==> config.mk <==
export PLATFORM = sky130hd
export DESIGN_NAME = coa_ctrl
export DESIGN_NICKNAME = d
export VERILOG_FILES = /design/src/hdl/assert_macros.svh /design/src/hdl/coa_pkg.sv /design/src/hdl/coa_ctrl.sv
export SDC_FILE = /design/constraint.sdc
export NUM_CORES = 1
export LEC_CHECK = 0
export ABC_CLOCK_PERIOD_IN_PS = 2000
export BUFFER_PORTS_ARGS = -buffer_cell sky130_fd_sc_hd__buf_2
export CORE_UTILIZATION = 50
export CTS_CLUSTER_DIAMETER = 120
export DETAILED_ROUTE_END_ITERATION = 12
export GPL_TIMING_DRIVEN = 0
export PLACE_DENSITY_LB_ADDON = 0.1
export SYNTH_ARGS = -nofsm -noshare
export SYNTH_HDL_FRONTEND = slang
export SYNTH_SLANG_ARGS = --single-unit
==> constraint.sdc <==
create_clock -name clk -period 2 [get_ports clk]
set_input_delay 0.2 -clock clk [delete_from_list [all_inputs] [get_ports clk]]
set_output_delay 0.2 -clock clk [all_outputs]
set_load 0.01 [all_outputs]
==> src/hdl/assert_macros.svh <==
// ----------------------------------------------------------------------------
// Assertion macros
// Checks on rising clk edges, disabled while rst_n is low.
// ----------------------------------------------------------------------------
`ifndef ASSERT_MACROS_SVH
`define ASSERT_MACROS_SVH
`ifndef SYNTHESIS
`define COA_ASSERT_SAME(label, pre, post) \
    label: assert property (@(posedge clk) disable iff (!rst_n) (pre) |-> (post)) \
        else $error("check failed");
`define COA_ASSERT_NEXT(label, pre, post) \
    label: assert property (@(posedge clk) disable iff (!rst_n) (pre) |=> (post)) \
        else $error("check failed");
`else
`define COA_ASSERT_SAME(label, pre, post)
`define COA_ASSERT_NEXT(label, pre, post)
`endif
`endif

==> src/hdl/coa_pkg.sv <==
// ----------------------------------------------------------------------------
// coa_pkg
// Shared constants, types and helpers of the complex overlap accumulator.
// ----------------------------------------------------------------------------
package coa_pkg;

    localparam int SAMPLE_BITS = 16;
    localparam int FRAC_BITS   = 2 * (SAMPLE_BITS - 1);
    localparam int PROD_W      = 2 * SAMPLE_BITS + 1;
    localparam int SCALE_R     = (FRAC_BITS >= 16) ? FRAC_BITS - 16 : 0;
    localparam int SCALE_L     = (FRAC_BITS < 16) ? 16 - FRAC_BITS : 0;
    localparam int PEAK_SHIFT  = 48 - FRAC_BITS;
    localparam int CNT_W       = 8;

    localparam logic [CNT_W-1:0] MUL_LAST  = CNT_W'(5);
    localparam logic [CNT_W-1:0] SQRT_LAST = CNT_W'(64);
    localparam logic [CNT_W-1:0] DIV_LAST  = CNT_W'(129);

    localparam logic [63:0] MAX63 = 64'h7FFF_FFFF_FFFF_FFFF;
    localparam logic [63:0] MIN63 = 64'h8000_0000_0000_0000;
    localparam logic [31:0] MAX32 = 32'hFFFF_FFFF;
    localparam logic [31:0] CELL_VOLUME_RESET = 32'h0001_0000;

    localparam logic ADDR_CELL_VOLUME = 1'b0;

    typedef enum logic [2:0] {
        ST_ACC,
        ST_DRAIN,
        ST_MUL,
        ST_SQRT,
        ST_DIV,
        ST_PUB
    } state_t;

    typedef enum logic [3:0] {
        OP_IDLE,
        OP_MUL_LOAD,
        OP_MUL_STEP,
        OP_MUL_STORE,
        OP_SQRT_INIT,
        OP_SQRT_STEP,
        OP_DIV_INIT,
        OP_DIV_STEP,
        OP_DIV_STORE,
        OP_PUBLISH
    } op_t;

    typedef enum logic [2:0] {
        MJ_RE,
        MJ_IM,
        MJ_N1,
        MJ_N2,
        MJ_SQRE,
        MJ_SQIM,
        MJ_NN
    } mjob_t;

    typedef enum logic [1:0] {
        DJ_OVL,
        DJ_PD1,
        DJ_PD2
    } djob_t;

    typedef struct packed {
        op_t        op;
        logic [1:0] part;
        mjob_t      mjob;
        djob_t      djob;
    } cmd_t;

    function automatic logic [127:0] scale_align(input logic [127:0] p);
        return (p >> SCALE_R) << SCALE_L;
    endfunction

endpackage

==> src/hdl/coa_ctrl.sv <==
// ----------------------------------------------------------------------------
// coa_ctrl
// Sequencer: accumulate phase, then scale, square root, divide and publish.
// ----------------------------------------------------------------------------
module coa_ctrl (
    input  logic          clk,
    input  logic          rst_n,
    input  logic          in_valid,
    input  logic          in_last,
    output logic          in_ready,
    output logic          out_valid,
    input  logic          out_ready,
    output coa_pkg::cmd_t cmd
);

    coa_pkg::state_t               state_reg, state_next;
    logic [coa_pkg::CNT_W-1:0]     cnt_reg, cnt_next;
    coa_pkg::mjob_t                mjob_reg, mjob_next;
    coa_pkg::djob_t                djob_reg, djob_next;
    logic                          out_valid_reg, out_valid_next;

    always_ff @(posedge clk or negedge rst_n)
    begin
        if (!rst_n)
        begin
            state_reg     <= coa_pkg::ST_ACC;
            cnt_reg       <= '0;
            mjob_reg      <= coa_pkg::MJ_RE;
            djob_reg      <= coa_pkg::DJ_OVL;
            out_valid_reg <= 1'b0;
        end
        else
        begin
            state_reg     <= state_next;
            cnt_reg       <= cnt_next;
            mjob_reg      <= mjob_next;
            djob_reg      <= djob_next;
            out_valid_reg <= out_valid_next;
        end
    end

    always_comb
    begin
        state_next     = state_reg;
        cnt_next       = cnt_reg;
        mjob_next      = mjob_reg;
        djob_next      = djob_reg;
        out_valid_next = out_valid_reg && !out_ready;
        in_ready       = 1'b0;
        cmd.op         = coa_pkg::OP_IDLE;
        cmd.part       = 2'd0;
        cmd.mjob       = mjob_reg;
        cmd.djob       = djob_reg;
        case (state_reg)
            coa_pkg::ST_ACC:
            begin
                in_ready = 1'b1;
                if (in_valid && in_last)
                begin
                    state_next = coa_pkg::ST_DRAIN;
                end
            end
            coa_pkg::ST_DRAIN:
            begin
                state_next = coa_pkg::ST_MUL;
                cnt_next   = '0;
                mjob_next  = coa_pkg::MJ_RE;
            end
            coa_pkg::ST_MUL:
            begin
                cnt_next = cnt_reg + 1'b1;
                if (cnt_reg == '0)
                begin
                    cmd.op = coa_pkg::OP_MUL_LOAD;
                end
                else if (cnt_reg < coa_pkg::MUL_LAST)
                begin
                    cmd.op   = coa_pkg::OP_MUL_STEP;
                    cmd.part = 2'(cnt_reg - 1'b1);
                end
                else
                begin
                    cmd.op   = coa_pkg::OP_MUL_STORE;
                    cnt_next = '0;
                    if (mjob_reg == coa_pkg::MJ_NN)
                    begin
                        state_next = coa_pkg::ST_SQRT;
                    end
                    else
                    begin
                        mjob_next = coa_pkg::mjob_t'(3'(mjob_reg + 3'd1));
                    end
                end
            end
            coa_pkg::ST_SQRT:
            begin
                cnt_next = cnt_reg + 1'b1;
                cmd.op   = (cnt_reg == '0) ? coa_pkg::OP_SQRT_INIT : coa_pkg::OP_SQRT_STEP;
                if (cnt_reg == coa_pkg::SQRT_LAST)
                begin
                    state_next = coa_pkg::ST_DIV;
                    cnt_next   = '0;
                    djob_next  = coa_pkg::DJ_OVL;
                end
            end
            coa_pkg::ST_DIV:
            begin
                cnt_next = cnt_reg + 1'b1;
                if (cnt_reg == '0)
                begin
                    cmd.op = coa_pkg::OP_DIV_INIT;
                end
                else if (cnt_reg < coa_pkg::DIV_LAST)
                begin
                    cmd.op = coa_pkg::OP_DIV_STEP;
                end
                else
                begin
                    cmd.op   = coa_pkg::OP_DIV_STORE;
                    cnt_next = '0;
                    if (djob_reg == coa_pkg::DJ_PD2)
                    begin
                        state_next = coa_pkg::ST_PUB;
                    end
                    else
                    begin
                        djob_next = coa_pkg::djob_t'(2'(djob_reg + 2'd1));
                    end
                end
            end
            coa_pkg::ST_PUB:
            begin
                if (!out_valid_reg || out_ready)
                begin
                    cmd.op         = coa_pkg::OP_PUBLISH;
                    out_valid_next = 1'b1;
                    state_next     = coa_pkg::ST_ACC;
                end
            end
            default:
            begin
                state_next = coa_pkg::ST_ACC;
            end
        endcase
    end

    assign out_valid = out_valid_reg;

endmodule

==> flow_metrics.env <==
export IMPL_clock_latency_ps=310
export IMPL_holdPathEnd="out_valid"
export IMPL_syn_to_final_growth_pct=35.5
export IMPL_yosysWarnings=0
export IMPL_r2r_slack_ps=-350
export IMPL_cts_buffers=3
export IMPL_cp_max_fo=3
export IMPL_largest_reg_flops=8
export IMPL_finalSetupViolCount=18
export IMPL_p_sw_frac=0.444
export IMPL_period_share=1.20
export IMPL_yosys_top_cells_area="dfrtp_1 35%, ha_1 7.2%, a22o_1 4.3%"
export IMPL_dr_pass1_iters=4
export IMPL_dp_hpwl_um=2060
export IMPL_ys_seq_area_frac=0.349
export IMPL_die_area_sq_um=2640
export IMPL_crit_type="register to primary output"
export IMPL_yosysTopAreaCell="dfrtp_1"
export IMPL_hold_start="out_ready"
export IMPL_reg2reg_depth=7
export IMPL_vias_per_cell=5.77
export IMPL_cts_tree="built"
export IMPL_pwr_share_clk=0.081
export IMPL_die_h_um=51.4
export IMPL_multi_input_area_sq_um=881
export IMPL_peakVddDrop_uv=978
export IMPL_seq_area_sq_um=430
export IMPL_syn_area_sq_um=1220
export IMPL_hold_viol_final=0
export IMPL_num_nets_final=181
export IMPL_fin_util=0.733
export IMPL_max_freq_ghz=0.418
export IMPL_crit_start="cnt_reg[1]"
export IMPL_cts_root_buf="clkbuf_4"
export IMPL_postLayoutSetupSlackWorst_ps=-394
export IMPL_yosysMostFrequentCell="dfrtp_1"
export IMPL_ys_async_sr_fraction=1.00
export IMPL_drt_iter0_drc=13
export IMPL_drc=0
export IMPL_ios=18
export IMPL_synthCells=131
export IMPL_gp_congestion=0.847
export IMPL_via_count=1131
export IMPL_drv_slew=0
export IMPL_crit_arrival_ps=2190
export IMPL_p_leak_uw=0.000790
export IMPL_cap_violations=0
export IMPL_synth_common_cells="17 x dfrtp_1, 9 x nand2_1, 8 x o21ai_0"
export IMPL_r2r_start="cnt_reg[1]"
export IMPL_syn_nets=143
export IMPL_instances_no_fill=196
export IMPL_cts_max_level=1
export IMPL_worstMarginPinSlew_ps=480
export IMPL_synthFlopType="dfrtp_1"
export IMPL_grt_usage=0.261
export IMPL_stdcell_area_sq_um=1650
export IMPL_clkTransAtPathRegs_ps=110
export IMPL_dpl_cell_area_sq_um=1340
export IMPL_status="finished, violations left"
export IMPL_grt_pass1_vias=1142
export IMPL_post_place_cells=176
export IMPL_p_sw_uw=1090
export IMPL_p_seq_frac=0.210
export IMPL_synth_distinct_cells=44
export IMPL_total_power_uw=2440
export IMPL_yosys_register_bits=17
export IMPL_crit_required_ps=1800
export IMPL_grt_ovfl_total=0
export IMPL_grt_setup_unrepaired="true"
export IMPL_internal_power_uw=1360
export IMPL_pwr_density_cell_nw_per_um2=1480
export IMPL_violations="negative setup slack"
export IMPL_grt_pass1_wl_um=5050
export IMPL_start_kind="register"
export IMPL_layout_drive_gt1_share=0.417
export IMPL_grt_max_degree=18
export IMPL_start_util=0.541
export IMPL_regToRegEndpoint="state_reg[1]"
export IMPL_diodes=0
export IMPL_clock_skew_ps=3.32
export IMPL_synth_edf_count=0
export IMPL_antenna_found_initial=0
export IMPL_drt_wl_total_um=3030
export IMPL_hold_path_class="primary input to register"
export IMPL_pwr_share_comb=0.709
export IMPL_fillCellCount=159
export IMPL_port_buffer_count=17
export IMPL_synth_top_area_share=0.349
export IMPL_slew_headroom=0.680
export IMPL_clockBufferDepth=2
export IMPL_avgSynthCellArea_sq_um=9.30
export IMPL_wire_per_inst_um=15.5
export IMPL_cp_end_kind="primary output"
export IMPL_min_period_ps=2390
export IMPL_antenna_left=0
export IMPL_core_sq_um=2250
export IMPL_hold_depth=3
export IMPL_num_rows=17
export IMPL_cts_sinks=17
export IMPL_fp_dieW_um=51.4
==> kinds of logic (layout without fill, tap and decap cells) <==
group,Yosys count,after routing,synth area share
buffers and inverters,11,48,0.0349
adders and majority gates,7,7,0.0719
DFF,17,17,0.349
AOI/OAI and AO/OA,34,34,0.213
muxes,5,5,0.0462
xor gates and xnor gates,2,2,0.0144
and+or+nand+nor,55,55,0.271
==> what timing repair did <==
action	4_1_cts	5_1_grt
pin swaps	11	6
hold endpoints to repair	17	0
hold buffers	1	0
setup buffers	12	3
resized for setup	30	10
endpoints found under the setup margin	20	20
==> power by group through the flow <==
stage | clock network, uW | logic, uW | registers (uW)
floorplan | 0 | 904 | 518
global placement | 0 | 1190 | 511
detailed placement | 0 | 1210 | 514
CTS | 205 | 1560 | 509
global route | 222 | 1880 | 525
finish | 198 | 1730 | 513
==> metrics by stage <==
| stage | hold WS [ps] | setup TNS [ps] | worst slack [ps] |
|---|---|---|---|
| 2_1_floorplan | -95.6 | -465 | -155 |
| 3_3_place_gp | 140 | -2380 | -305 |
| 3_5_place_dp | 145 | -3100 | -354 |
| 4_1_cts | 183 | -3350 | -357 |
| 5_1_grt | 189 | -6220 | -488 |
| 6_report | 192 | -4810 | -394 |
==> cell usage in the layout (no fill, tap or decap), types with 3 or more instances in the layout <==
master | netlist | final
buf_2 | 1 | 18
dfrtp_1 | 17 | 13
buf_4 | 0 | 11
nand2_1 | 9 | 9
nor2_1 | 7 | 7
and3_1 | 6 | 6
a22o_1 | 6 | 6
ha_1 | 7 | 6
inv_1 | 7 | 5
nor2b_1 | 5 | 5
clkbuf_4 | 0 | 4
o21ai_0 | 8 | 4
nand3_1 | 4 | 4
dfrtp_2 | 0 | 4
nand2b_1 | 3 | 3
mux2_4 | 0 | 3
o21ai_1 | 2 | 3
o21ai_2 | 0 | 3
buf_6 | 0 | 3
==> area by class of cell <==
type / count / share of cell area
flip-flops and latches: 17 / 0.261
well taps: 28 / 0.0212
multi-input cells: 103 / 0.533
plain buffers: 4 / 0.0121
clock buffers: 3 / 0.0136
clock inverters: 1 / 0.00303
inverters: 7 / 0.0159
repair buffers: 33 / 0.140
==> worst max-delay path by stage <==
stage,to,cells after the start
final,cmd[7],8
after global routing,cmd[7],8
after CTS,cmd[7],8
after detailed placement,state_reg[2],7
after global placement,state_reg[2],7
after floorplan,state_reg[0],7
==> routing by layer <==
layer	part of all wire	GRT usage	wire [um]
met5	0	0	0
met1	0.46	0.311	1390
met4	0.017	0.117	53
met3	0.022	0.0387	68
met2	0.50	0.457	1520
==> critical path, stage by stage, from the launching register on <==
cell and delay, ps:
dfrtp_1 420, inv_2 90, ha_4 130, or4b_4 490, o31ai_4 200, nand2_1 120
a21o_1 180, a31oi_1 110, buf_2 150
(Power assumes the default switching activity.)
